### config.mk
export PLATFORM = sky130hd
export DESIGN_NAME = sorted_deadline_timer_queue_flat
export DESIGN_NICKNAME = d
export VERILOG_FILES = /design/src/design/sdtq_pkg.sv /design/src/design/sdtq_in_if.sv /design/src/design/sdtq_out_if.sv /design/src/design/sdtq_store.sv /design/src/design/sorted_deadline_timer_queue.sv /design/src/flat_wrapper.sv
export SDC_FILE = /design/constraint.sdc
export NUM_CORES = 2
export LEC_CHECK = 0
export ABC_CLOCK_PERIOD_IN_PS = 16200
export BUFFER_PORTS_ARGS = -buffer_cell sky130_fd_sc_hd__clkbuf_2
export CAP_MARGIN = 25
export CELL_PAD_IN_SITES_DETAIL_PLACEMENT = 0
export CELL_PAD_IN_SITES_GLOBAL_PLACEMENT = 1
export CORE_MARGIN = 4
export CORE_UTILIZATION = 29
export CTS_CLUSTER_SIZE = 24
export DETAILED_ROUTE_END_ITERATION = 10
export PLACE_DENSITY_LB_ADDON = 0.1
export SLEW_MARGIN = 10
export SYNTH_ARGS = -nofsm -noshare
export SYNTH_HDL_FRONTEND = slang
export SYNTH_SLANG_ARGS = --single-unit
### constraint.sdc
create_clock -name clk_i -period 16.2 [get_ports clk_i]
set_clock_uncertainty 0.15 [all_clocks]
set_input_delay 0.81 -clock clk_i [delete_from_list [all_inputs] [get_ports clk_i]]
set_output_delay 0.81 -clock clk_i [all_outputs]
set_load 0.01 [all_outputs]
### src/design/sdtq_pkg.sv
// ----------------------------------------------------------------------------
// sdtq_pkg: shared types and constants for the sorted deadline timer queue
// Queue depth, index widths, operation and status codes, and the structs
// that run between the sequencer and the entry store.
// ----------------------------------------------------------------------------
`default_nettype none

package sdtq_pkg;

  // Queue geometry
  localparam int unsigned DEPTH   = 16;
  localparam int unsigned MAX_OUT = 16;   // expiries reported per tick
  localparam int unsigned AW      = (DEPTH > 1) ? $clog2(DEPTH) : 1;
  localparam int unsigned CNT_W   = $clog2(DEPTH + 1);
  localparam int unsigned NW      = $clog2(MAX_OUT + 1);

  // Field widths
  localparam int unsigned ID_W    = 8;
  localparam int unsigned DLY_W   = 32;
  localparam int unsigned DL_W    = 64;

  // Operation codes
  typedef enum logic [1:0] {
    FUNC_ADD  = 2'd0,
    FUNC_DEL  = 2'd1,
    FUNC_TICK = 2'd2
  } func_e;

  // Result status codes
  typedef enum logic [2:0] {
    RES_OK      = 3'd0,
    RES_FULL    = 3'd1,
    RES_DUP     = 3'd2,
    RES_MISSING = 3'd3,
    RES_EXPIRED = 3'd4
  } event_res_e;

  // Entry store write port
  typedef struct packed {
    logic            en;
    logic [AW-1:0]   addr;
    logic [DL_W-1:0] dl;
    logic [ID_W-1:0] id;
  } store_wr_t;

  // Entry store read data
  typedef struct packed {
    logic [DL_W-1:0] dl;
    logic [ID_W-1:0] id;
  } store_rd_t;

endpackage

`default_nettype wire

### src/design/sdtq_in_if.sv
// ----------------------------------------------------------------------------
// sdtq_in_if: request channel of the timer queue
// Valid/ready channel carrying one operation: add, delete or tick.
// ----------------------------------------------------------------------------
`default_nettype none

interface sdtq_in_if;

  logic        valid;
  logic        ready;
  logic [1:0]  func;
  logic [7:0]  timer_id;
  logic [31:0] delay;

  modport source (output valid, func, timer_id, delay, input ready);
  modport sink   (input valid, func, timer_id, delay, output ready);

endinterface

`default_nettype wire

### src/design/sdtq_out_if.sv
// ----------------------------------------------------------------------------
// sdtq_out_if: result channel of the timer queue
// Valid/ready channel carrying one status or expiry item.
// ----------------------------------------------------------------------------
`default_nettype none

interface sdtq_out_if;

  logic        valid;
  logic        ready;
  logic [2:0]  event_res;
  logic [7:0]  timer_id_res;
  logic [63:0] deadline;
  logic        last;

  modport source (output valid, event_res, timer_id_res, deadline, last, input ready);
  modport sink   (input valid, event_res, timer_id_res, deadline, last, output ready);

endinterface

`default_nettype wire

### src/design/sdtq_store.sv
// ----------------------------------------------------------------------------
// sdtq_store: timer entry memory
// DEPTH entries of deadline and id, one write port and one read port with
// registered read data. Contents are undefined until written.
// ----------------------------------------------------------------------------
`default_nettype none

module sdtq_store
  import sdtq_pkg::*;
(
  input  wire logic          clk_i,
  input  wire store_wr_t     wr_i,
  input  wire logic [AW-1:0] rd_addr_i,
  output store_rd_t          rd_o
);

  logic [DL_W-1:0] dl_mem [DEPTH];
  logic [ID_W-1:0] id_mem [DEPTH];

  // Write port
  always_ff @(posedge clk_i) begin
    if (wr_i.en) begin
      dl_mem[wr_i.addr] <= wr_i.dl;
      id_mem[wr_i.addr] <= wr_i.id;
    end
  end

  // Registered read port
  always_ff @(posedge clk_i) begin
    rd_o.dl <= dl_mem[rd_addr_i];
    rd_o.id <= id_mem[rd_addr_i];
  end

endmodule

`default_nettype wire

### src/design/sorted_deadline_timer_queue.sv
// ----------------------------------------------------------------------------
// sorted_deadline_timer_queue: deadline-sorted software timer list
// Up to DEPTH timers held in ascending deadline order, plus a tick counter.
// ----------------------------------------------------------------------------
// Usage: the block takes one item at a time and drops ready until its final
// result is loaded into the output register. All list work goes through one
// entry memory with a registered read port; each entry touched is read, then
// compared or written back. An add scans the list for the id and the insert
// position, then shifts entries up to open the slot. A delete scan stops at
// the match, and the shift down covers the rest of the list. A tick checks
// the head against the new time; each expiry removes the head. A busy result
// channel stalls the block. Add and delete return one status item; a tick
// returns one item per expired timer (up to MAX_OUT) with the final one
// flagged last, or nothing. There is no clearing pass after reset.
`default_nettype none

module sorted_deadline_timer_queue
  import sdtq_pkg::*;
(
  input  wire logic clk_i,
  input  wire logic rst_ni,
  sdtq_in_if.sink   in_i,
  sdtq_out_if.source out_o
);

  // Sequencer states
  localparam logic [3:0] S_IDLE     = 4'd0;
  localparam logic [3:0] S_SCAN_RD  = 4'd1;
  localparam logic [3:0] S_SCAN_CMP = 4'd2;
  localparam logic [3:0] S_INS_RD   = 4'd3;
  localparam logic [3:0] S_INS_WR   = 4'd4;
  localparam logic [3:0] S_RMV_RD   = 4'd5;
  localparam logic [3:0] S_RMV_WR   = 4'd6;
  localparam logic [3:0] S_TICK_RD  = 4'd7;
  localparam logic [3:0] S_TICK_CMP = 4'd8;
  localparam logic [3:0] S_EMIT     = 4'd9;

  localparam logic [DL_W-1:0] ALL_ONES = '1;

  logic [3:0]       state_q, state_d;
  func_e            op_q, op_d;
  logic [ID_W-1:0]  id_q, id_d;
  logic [DL_W-1:0]  dl_q, dl_d;
  logic [DL_W-1:0]  now_q, now_d;
  logic [CNT_W-1:0] cnt_q, cnt_d;
  logic [CNT_W-1:0] idx_q, idx_d;
  logic [CNT_W-1:0] pos_q, pos_d;
  logic             found_q, found_d;
  logic [NW-1:0]    n_q, n_d;
  logic             hold_q, hold_d;
  event_res_e       res_code_q, res_code_d;
  logic [ID_W-1:0]  res_id_q, res_id_d;
  logic [DL_W-1:0]  res_dl_q, res_dl_d;

  logic             out_vld_q;
  logic [2:0]       out_res_q;
  logic [ID_W-1:0]  out_id_q;
  logic [DL_W-1:0]  out_dl_q;
  logic             out_last_q;

  logic             out_free;
  logic             out_load;
  logic             out_last;
  logic             in_acc;
  logic [DL_W:0]    dl_sum;
  logic [DL_W-1:0]  dl_sat;
  logic [CNT_W-1:0] idx_inc;
  logic [CNT_W-1:0] idx_dec;

  store_wr_t        wr;
  logic [AW-1:0]    rd_addr;
  store_rd_t        rd;

  sdtq_store u_store (
    .clk_i     (clk_i),
    .wr_i      (wr),
    .rd_addr_i (rd_addr),
    .rd_o      (rd)
  );

  assign in_i.ready = (state_q == S_IDLE);
  assign in_acc     = in_i.valid && in_i.ready;
  assign out_free   = !out_vld_q || out_o.ready;

  // Saturating deadline add
  assign dl_sum = {1'b0, now_q} + {{(DL_W + 1 - DLY_W){1'b0}}, in_i.delay};
  assign dl_sat = dl_sum[DL_W] ? ALL_ONES : dl_sum[DL_W-1:0];

  assign idx_inc = idx_q + CNT_W'(1);
  assign idx_dec = idx_q - CNT_W'(1);

  // Sequencer
  always_comb begin
    state_d    = state_q;
    op_d       = op_q;
    id_d       = id_q;
    dl_d       = dl_q;
    now_d      = now_q;
    cnt_d      = cnt_q;
    idx_d      = idx_q;
    pos_d      = pos_q;
    found_d    = found_q;
    n_d        = n_q;
    hold_d     = hold_q;
    res_code_d = res_code_q;
    res_id_d   = res_id_q;
    res_dl_d   = res_dl_q;
    out_load   = 1'b0;
    out_last   = 1'b1;
    rd_addr    = '0;
    wr.en      = 1'b0;
    wr.addr    = idx_q[AW-1:0];
    wr.dl      = rd.dl;
    wr.id      = rd.id;

    case (state_q)
      S_IDLE: begin
        if (in_acc) begin
          op_d    = func_e'(in_i.func);
          id_d    = in_i.timer_id;
          dl_d    = dl_sat;
          idx_d   = '0;
          pos_d   = cnt_q;
          found_d = 1'b0;
          n_d     = '0;
          hold_d  = 1'b0;
          case (in_i.func)
            FUNC_ADD, FUNC_DEL: state_d = S_SCAN_RD;
            FUNC_TICK: begin
              if (now_q != ALL_ONES) now_d = now_q + DL_W'(1);
              state_d = S_TICK_RD;
            end
            default: state_d = S_IDLE;
          endcase
        end
      end

      // Walk the list looking for the id and, on add, the insert slot
      S_SCAN_RD: begin
        rd_addr = idx_q[AW-1:0];
        if (idx_q == cnt_q) begin
          res_id_d = id_q;
          if (op_q == FUNC_ADD) begin
            if (cnt_q == CNT_W'(DEPTH)) begin
              res_code_d = RES_FULL;
              res_dl_d   = '0;
              state_d    = S_EMIT;
            end else begin
              idx_d   = cnt_q;
              state_d = S_INS_RD;
            end
          end else begin
            res_code_d = RES_MISSING;
            res_dl_d   = '0;
            state_d    = S_EMIT;
          end
        end else begin
          state_d = S_SCAN_CMP;
        end
      end

      S_SCAN_CMP: begin
        res_id_d = id_q;
        if (rd.id == id_q) begin
          if (op_q == FUNC_ADD) begin
            res_code_d = RES_DUP;
            res_dl_d   = '0;
            state_d    = S_EMIT;
          end else begin
            res_code_d = RES_OK;
            res_dl_d   = rd.dl;
            state_d    = S_RMV_RD;
          end
        end else begin
          if (!found_q && rd.dl >= dl_q) begin
            pos_d   = idx_q;
            found_d = 1'b1;
          end
          idx_d   = idx_inc;
          state_d = S_SCAN_RD;
        end
      end

      // Shift entries up from the tail down to the insert slot
      S_INS_RD: begin
        rd_addr = idx_dec[AW-1:0];
        if (idx_q == pos_q) begin
          wr.en      = 1'b1;
          wr.dl      = dl_q;
          wr.id      = id_q;
          cnt_d      = cnt_q + CNT_W'(1);
          res_code_d = RES_OK;
          res_id_d   = id_q;
          res_dl_d   = dl_q;
          state_d    = S_EMIT;
        end else begin
          state_d = S_INS_WR;
        end
      end

      S_INS_WR: begin
        wr.en   = 1'b1;
        idx_d   = idx_dec;
        state_d = S_INS_RD;
      end

      // Close the gap at idx by shifting the tail down one slot
      S_RMV_RD: begin
        rd_addr = idx_inc[AW-1:0];
        if (idx_inc >= cnt_q) begin
          cnt_d   = cnt_q - CNT_W'(1);
          state_d = (op_q == FUNC_TICK) ? S_TICK_RD : S_EMIT;
        end else begin
          state_d = S_RMV_WR;
        end
      end

      S_RMV_WR: begin
        wr.en   = 1'b1;
        idx_d   = idx_inc;
        state_d = S_RMV_RD;
      end

      // Check the head against the new time
      S_TICK_RD: begin
        if (n_q == NW'(MAX_OUT) || cnt_q == '0) begin
          state_d = hold_q ? S_EMIT : S_IDLE;
        end else begin
          state_d = S_TICK_CMP;
        end
      end

      S_TICK_CMP: begin
        if (rd.dl <= now_q) begin
          // the held expiry goes out as not-last once the next one is known
          if (!hold_q || out_free) begin
            out_load   = hold_q;
            out_last   = 1'b0;
            hold_d     = 1'b1;
            res_code_d = RES_EXPIRED;
            res_id_d   = rd.id;
            res_dl_d   = rd.dl;
            n_d        = n_q + NW'(1);
            idx_d      = '0;
            state_d    = S_RMV_RD;
          end
        end else begin
          state_d = hold_q ? S_EMIT : S_IDLE;
        end
      end

      // Final item of this operation
      S_EMIT: begin
        if (out_free) begin
          out_load = 1'b1;
          state_d  = S_IDLE;
        end
      end

      default: state_d = S_IDLE;
    endcase
  end

  // Control state
  always_ff @(posedge clk_i or negedge rst_ni) begin
    if (!rst_ni) begin
      state_q <= S_IDLE;
      now_q   <= '0;
      cnt_q   <= '0;
      hold_q  <= 1'b0;
    end else begin
      state_q <= state_d;
      now_q   <= now_d;
      cnt_q   <= cnt_d;
      hold_q  <= hold_d;
    end
  end

  // Working registers
  always_ff @(posedge clk_i) begin
    op_q       <= op_d;
    id_q       <= id_d;
    dl_q       <= dl_d;
    idx_q      <= idx_d;
    pos_q      <= pos_d;
    found_q    <= found_d;
    n_q        <= n_d;
    res_code_q <= res_code_d;
    res_id_q   <= res_id_d;
    res_dl_q   <= res_dl_d;
  end

  // Output register
  always_ff @(posedge clk_i or negedge rst_ni) begin
    if (!rst_ni) begin
      out_vld_q <= 1'b0;
    end else if (out_load) begin
      out_vld_q <= 1'b1;
    end else if (out_o.ready) begin
      out_vld_q <= 1'b0;
    end
  end

  always_ff @(posedge clk_i) begin
    if (out_load) begin
      out_res_q  <= res_code_q;
      out_id_q   <= res_id_q;
      out_dl_q   <= res_dl_q;
      out_last_q <= out_last;
    end
  end

  assign out_o.valid        = out_vld_q;
  assign out_o.event_res    = out_res_q;
  assign out_o.timer_id_res = out_id_q;
  assign out_o.deadline     = out_dl_q;
  assign out_o.last         = out_last_q;

endmodule

`default_nettype wire
### src/flat_wrapper.sv
// flat-port wrapper written by rule: the top's interface ports become plain ports
module sorted_deadline_timer_queue_flat import sdtq_pkg::*;
  (clk_i, rst_ni, in_i_valid, in_i_func, in_i_timer_id, in_i_delay, in_i_ready, out_o_valid, out_o_event_res, out_o_timer_id_res, out_o_deadline, out_o_last, out_o_ready);
  sdtq_in_if in_i_i ();
  sdtq_out_if out_o_i ();
  input  wire logic clk_i;
  input  wire logic rst_ni;
  input wire logic [$bits(in_i_i.valid)-1:0] in_i_valid;
  input wire logic [$bits(in_i_i.func)-1:0] in_i_func;
  input wire logic [$bits(in_i_i.timer_id)-1:0] in_i_timer_id;
  input wire logic [$bits(in_i_i.delay)-1:0] in_i_delay;
  output wire logic [$bits(in_i_i.ready)-1:0] in_i_ready;
  output wire logic [$bits(out_o_i.valid)-1:0] out_o_valid;
  output wire logic [$bits(out_o_i.event_res)-1:0] out_o_event_res;
  output wire logic [$bits(out_o_i.timer_id_res)-1:0] out_o_timer_id_res;
  output wire logic [$bits(out_o_i.deadline)-1:0] out_o_deadline;
  output wire logic [$bits(out_o_i.last)-1:0] out_o_last;
  input wire logic [$bits(out_o_i.ready)-1:0] out_o_ready;
  assign in_i_i.valid = in_i_valid;
  assign in_i_i.func = in_i_func;
  assign in_i_i.timer_id = in_i_timer_id;
  assign in_i_i.delay = in_i_delay;
  assign in_i_ready = in_i_i.ready;
  assign out_o_valid = out_o_i.valid;
  assign out_o_event_res = out_o_i.event_res;
  assign out_o_timer_id_res = out_o_i.timer_id_res;
  assign out_o_deadline = out_o_i.deadline;
  assign out_o_last = out_o_i.last;
  assign out_o_i.ready = out_o_ready;
  sorted_deadline_timer_queue u_core (.clk_i(clk_i), .rst_ni(rst_ni), .in_i(in_i_i), .out_o(out_o_i));
endmodule
After elaboration in Yosys (flattened, before gate mapping)
Memory sizes are Yosys's and may differ from the RTL's. A register that Yosys moved wholly into a read port is not among the register bits.
Cells that the tools add are included.
{"block": "word_totals", "reg_bits": 316, "latch_bits": 0, "ramBits": 1152, "rom_bits": 0, "in_bits": 46, "word_cells": 171, "memories": 2}
{"memory": "u_core.u_store.dl_mem", "words": 16, "word_bits": 64, "read_ports": 1, "rd_ports_with_merged_regs": 1, "wr": 1, "line": "sdtq_store.sv:17", "text": "logic [DL_W-1:0] dl_mem [DEPTH];"}
{"memory": "u_core.u_store.id_mem", "words": 16, "word_bits": 8, "read_ports": 1, "rd_ports_with_merged_regs": 1, "wr": 1, "line": "sdtq_store.sv:18", "text": "logic [ID_W-1:0] id_mem [DEPTH];"}
{"block": "classes", "addsub": 7, "mul": 0, "div": 0, "order_cmp": 3, "n_eq_ne": 32, "n_shift": 0, "n_mux": 78, "bitwise": 0, "n_reduce_logical": 30}
{"op": "two-way mux 64 bit", "n": 8}
{"op": "one-hot mux 64 bit (4 select lines)", "n": 1}
{"op": "two-way mux 72 bit", "n": 2}
{"op": "two-way mux 5 bit", "n": 14}
{"op": "adder 64 x 32 -> 65 bit", "n": 1}
{"op": "adder 64 x 1 -> 64 bit (second input constant)", "n": 1}
{"op": "greater-or-equal comparator 64 bit", "n": 1}
{"op": "<= comparator 64 bit", "n": 1}
{"op": "!= test 64 bit (second input constant)", "n": 1}
{"op": "two-way mux 4 bit", "n": 14}
{"op": "one-hot mux 4 bit (10 select lines)", "n": 1}
{"op": "two-way mux 8 bit", "n": 4}
{"op": "one-hot mux 8 bit (4 select lines)", "n": 1}
{"op": "one-hot mux 5 bit (2 select lines)", "n": 3}
{"op": "one-hot mux 5 bit (6 select lines)", "n": 1}
{"op": "two-way mux 3 bit", "n": 7}
{"op": "!= test 2 x 1 -> 1 bit (second input constant)", "n": 9}
{"op": "== test 4 x 3 -> 1 bit (second input constant)", "n": 4}
{"op": "adder 5 x 1 -> 5 bit (second input constant)", "n": 3}
{"op": "two-way mux 1 bit", "n": 14}
{"op": "one-hot mux 3 bit (4 select lines)", "n": 1}
{"op": "one-hot mux 4 bit (3 select lines)", "n": 1}
{"op": "AND reduction 4 bit", "n": 3}
{"op": "== test 5 bit", "n": 2}
{"op": "other kinds (29)", "n": 52}

Logic depth before layout (Yosys ltp)
{"block": "depth", "word_depth": 7, "depth_mapped": 12, "depth_no_buf": 11}

Modules after synthesis
From an unflattened synthesis, not the netlist that was laid out.
{"block": "unflattened", "cells_unflattened": 3705, "hier_area_um2": 63704.8}
{"mod": "sdtq_store", "n_inst": 1, "cells_per_inst": 1850, "area_each_um2": 44547.7, "seq_area_each_um2": 36034.6}
{"mod": "sorted_deadline_timer_queue", "n_inst": 1, "cells_per_inst": 1855, "area_each_um2": 19157.1, "seq_area_each_um2": 9113.7}

Worst setup path before layout
OpenSTA, ideal clock, no wires.
{"block": "synth_timing", "path_kind": "reg-to-reg", "from": "register u_core.now_q[45]", "to": "register u_core.res_code_q[0] (enable)", "setup_time_ns": 0.592, "t_arrival_ns": 6.980, "t_required_ns": 15.458, "path_slack_ns": 8.479, "path_stages_with_launch": 11, "path_cell_list": "dfrtp_1 > inv_1 > ha_1 > a21o_1 > a21o_1 > a221oi_1 > o22ai_1 > a211oi_1 > a21oi_1 > clkbuf_1 > a211oi_1"}
{"block": "synth_via", "elab_chain_len": 3}
{"item": "start: declaration", "line": "sorted_deadline_timer_queue.sv:44", "text": "logic [DL_W-1:0] now_q, now_d;"}
{"item": "start signal: assignment", "line": "sorted_deadline_timer_queue.sv:273", "text": "now_q <= now_d;"}
{"item": "<= comparator 64 bit", "line": "sorted_deadline_timer_queue.sv:234", "text": "if (rd.dl <= now_q) begin"}
{"item": "!= test 2 x 1 -> 1 bit (no source line)"}
{"item": "AND reduction 7 bit (no source line)"}
{"item": "end signal: assignment", "line": "sorted_deadline_timer_queue.sv:288", "text": "res_code_q <= res_code_d;"}
{"item": "end: declaration", "line": "sorted_deadline_timer_queue.sv:51", "text": "event_res_e res_code_q, res_code_d;"}
Every way passes these cells.
A chain may end at the register's enable or synchronous reset.

Final worst setup path
{"block": "layout_timing", "from": "register u_core.state_q[3]", "to": "register, netlist name u_core.u_store.rd_o[50]"}
{"block": "layout_via", "elab_chain_len": 2}
{"item": "start: declaration", "line": "sorted_deadline_timer_queue.sv:40", "text": "logic [3:0] state_q, state_d;"}
{"item": "start signal: assignment", "line": "sorted_deadline_timer_queue.sv:272", "text": "state_q <= state_d;"}
{"item": "== test 4 x 3 -> 1 bit (tied with other cells)", "line": "sorted_deadline_timer_queue.sv:116", "text": "case (state_q)"}
{"item": "one-hot mux 4 bit (3 select lines) *", "line": "sorted_deadline_timer_queue.sv:116"}
Every way passes the cells marked *; elsewhere a longest branch is shown, timed or not.

==> reports/summary.txt <==
Root buf cell - clkbuf_16
Worst path most repeated cell - buf_4
Vias per Instance - 4.993
Total of flip-flops plus latches after synthesis - 1540
Cells along the critical path - nand2b_1, or2_2, inv_1, a221oi_1, a21oi_4, buf_4, buf_4, buf_4, a311oi_1, a211oi_1, a21oi_1
Smallest setup slack after layout - 10.55 ns
Signed area change from the synthesized netlist to the final layout - 14.82%
Post-route cell area - 75740 um2
Number of distinct standard cells referenced by the synthesized netlist - 66
Number of nets still failing antenna checks after routing - 0
Proportion of synthesized chip area in sequential cells - 0.6844
Unrepaired setup endpoints after global routing - false
Routed wirelength normalized by instance count - 25.83 um
Setup crit end - u_core.u_store.rd_o[50]
Capturing element type of the critical path - register
Post-route DRC - 0
HPWL reported at the end of detailed placement - 127700 um
Post-route fraction of the period consumed by the critical path - 0.3489
Post-Place Cell Area - 70130 um2
Main synth FF type - edfxtp_1
Wire length of the first global-routing pass - 304500 um
Total Routed Length - 213200 um
Most common cell after layout, fill and taps aside - edfxtp_1
Overall global routing resource usage - 0.1769
Synth async-reset ratio - 0.04870
Worst min-delay path class - input port to register
Initial antenna violation count - 16
Post-synth net total - 5237
Detailed router's first-iteration violation count - 3337
Launching element type of the critical path - register
Via count - 41220
Area of the core region - 225500 um2
Area of the mapped netlist - 65960 um2
Worst-case reg-to-reg path depth - 11
Worst relative slew slack - 0.2848
Fraction of final layout cells sized beyond drive strength 1 - 0.1129
Leakage dissipation - 25.75 nW
I/O Pins - 124
H-tree level count - 4
Critical path data arrival time - 6.17 ns
Kind of cell adding the most delay to the critical path - buffers and inverters
Clock buffer count from CTS - 177
First-pass DRT Iterations - 5
Clock tree from TritonCTS - done
Cell area power density - 191.9 nW/um2
Total gr overflow - 0
Total count of max-transition violations in the final report - 0
Max Freq - 176.9 MHz
Critical path data required time - 16.71 ns
Site row count - 174
Commonest cells after routing, fill and taps aside - edfxtp_1 (1393), nand2_1 (812), a211oi_1 (366)
Max-cap check violation count - 0
Total setup violations reported at the end of the flow - 0
Startpoint-to-endpoint class of the critical path - register to register
CP Buf/Inv Count - 4
Worst ir drop on vdd - 0.1867 mV
Mean Syn Cell Area - 13.16 um2
Hold violation total from the final report - 0
Via count of the first global-routing pass - 40370
Worst r2r src - u_core.state_q[3]
Cells after Synth - 5013
Transition at the pin with the smallest max-transition slack - 1.073 ns
Result of the run - finished clean
Critical path depth in cells - 11
Die boundary width - 484.9 um
Starting Density - 0.2925
CP peak stage delay - 0.86 ns
Pre-CTS setup slack - 10.46 ns
Min cycle time layout - 5.652 ns
Layout net count - 5334
Count of flip-flops with a built-in enable after synthesis - 1393
Peak fanout along the critical path - 75
Number of clock sinks - 1540
Clock Latency Late Sink - 0.83 ns
Vertical die dimension - 484.9 um
Buffer levels on the longest clock path - 3
Port Buffers - 123
Destination of the worst register-to-register timing path - u_core.u_store.rd_o[50]
R2R setup slack - 10.55 ns
Die Footprint - 235200 um2
Worst-path clk slew - 0.06 ns
Crit path from - u_core.state_q[3]
Maximum number of pins on one net before global-route repair - 207
Cell at the slowest stage of the critical path - buf_4
Synth Warn # - 0
Final sum of negative setup slack - 0 ns
Routability Congestion - 0.8493
==> layer usage <==
metal | part of all wire | vias up | track usage
met1 | 0.51 | 21050 | 0.2709
met5 | 0 | - | 0
met2 | 0.43 | 807 | 0.2608
li1 | - | 19140 | -
met3 | 0.045 | 225 | 0.02944
met4 | 0.017 | 0 | 0.03879
==> synth_stat cells, types with 8 or more instances <==
cell / instances / area (um2)
mux2_2: 95 / 1070
ha_1: 176 / 2202
dfxtp_1: 72 / 1441
o21ai_0: 128 / 640.6
o22ai_1: 8 / 50.05
clkbuf_1: 290 / 1089
inv_1: 156 / 585.6
nor2b_1: 12 / 75.07
dfrtp_1: 75 / 1877
nand4_1: 53 / 331.6
a221oi_1: 8 / 70.07
a21o_1: 67 / 503.0
a311oi_1: 147 / 1287
o21a_1: 13 / 97.59
a31oi_1: 158 / 988.5
nor3_1: 45 / 225.2
or3_1: 9 / 56.30
nand2b_1: 18 / 112.6
and3_1: 19 / 118.9
a211oi_1: 369 / 2770
nor4_1: 24 / 150.1
nand2_1: 813 / 3052
xor2_1: 22 / 192.7
nand3_1: 54 / 270.3
edfxtp_1: 1393 / 41830
nor2_1: 78 / 292.8
and2_1: 305 / 1908
xnor2_1: 95 / 832.1
a21oi_1: 222 / 1111
==> cells by family (layout without fill, tap and decap cells) <==
family,Yosys count,count (layout),share of synthesized area
AOI/OAI and AO/OA,1166,1166,0.1197
xor gates and xnor gates,117,117,0.01553
adders and majority gates,178,178,0.03399
buffers and inverters,458,704,0.02623
DFF,1540,1540,0.6844
muxes,96,96,0.01639
other,0,4,0
and+or+nand+nor,1458,1458,0.1037
==> report_power, final <==
group	internal (mW)	total [mW]	switching, mW
sequential	5.33	5.80	0.462
combinational	1.46	4.87	3.41
clock	2.20	3.86	1.66
==> stage by stage <==
step | utilization | power [mW] | hold slack [ns] | cells
detailed placement | 0.3109 | 10.81 | 0.2545 | 7920
floorplan | - | 8.878 | 0.2503 | 5013
CTS | 0.3357 | 14.74 | 0.01855 | 8250
global placement | 0.3105 | 10.81 | 0.2518 | 7915
global route | 0.3358 | 15.43 | 0.03393 | 8252
finish | 0.3358 | 14.53 | 0.08144 | 8255
==> state kept, by name, summed over array words and instances, names as in the netlist, 4 cells and up <==
name and cells:
u_core.dl_q 64, u_core.out_o.deadline 64, u_core.state_q 4, u_core.n_q 5
u_core.u_store.dl_mem 1024, u_core.pos_q 5, u_core.u_store.id_mem 128, u_core.now_q 64
u_core.res_dl_q 64, u_core.u_store.rd_o 72, u_core.idx_q 5, u_core.cnt_q 5
u_core.res_id_q 8, u_core.id_q 8, u_core.out_o.timer_id_res 8
==> worst register-to-register path, cell delays in order (launching register included) <==
cell and delay, ns:
dfrtp_1 0.64, nand2b_1 0.31, or2_2 0.39, inv_1 0.21, a221oi_1 0.16, a21oi_4 0.79
buf_4 0.72, buf_4 0.88, buf_4 0.77, a311oi_1 0.13, a211oi_1 0.28, a21oi_1 0.07
==> final cells by class <==
class                      instances  area, um2
inverter                         156      585.6
clock inverter                    85      788.3
multi-input combinational       3015      19230
fill                           22380     149800
clock buffer                     243       4777
tap                             2992       3744
antenna                            4      10.01
sequential                      1540      45150
timing repair buffer             220       1459
==> how the worst min path moves through the flow <==
stage | startpoint | to | slack (ns) | cells after the start
3_5_place_dp | u_core.res_dl_q[20] | u_core.out_o.deadline[20] | 0.25 | 0
6_report | in_i_timer_id[3] | u_core.id_q[3] | 0.08 | 1
3_3_place_gp | u_core.res_dl_q[56] | u_core.out_o.deadline[56] | 0.25 | 0
2_1_floorplan | u_core.res_dl_q[0] | u_core.out_o.deadline[0] | 0.25 | 0
5_1_grt | in_i_timer_id[3] | u_core.id_q[3] | 0.03 | 1
4_1_cts | in_i_timer_id[3] | u_core.id_q[3] | 0.02 | 1
==> timing repair <==
action                    in CTS  in global routing
hold endpoints to repair      27                  0
setup buffers                  0                  0
hold buffers                   2                  0
resized for setup              0                  0
No activity file was read; power rests on OpenSTA's default activity.
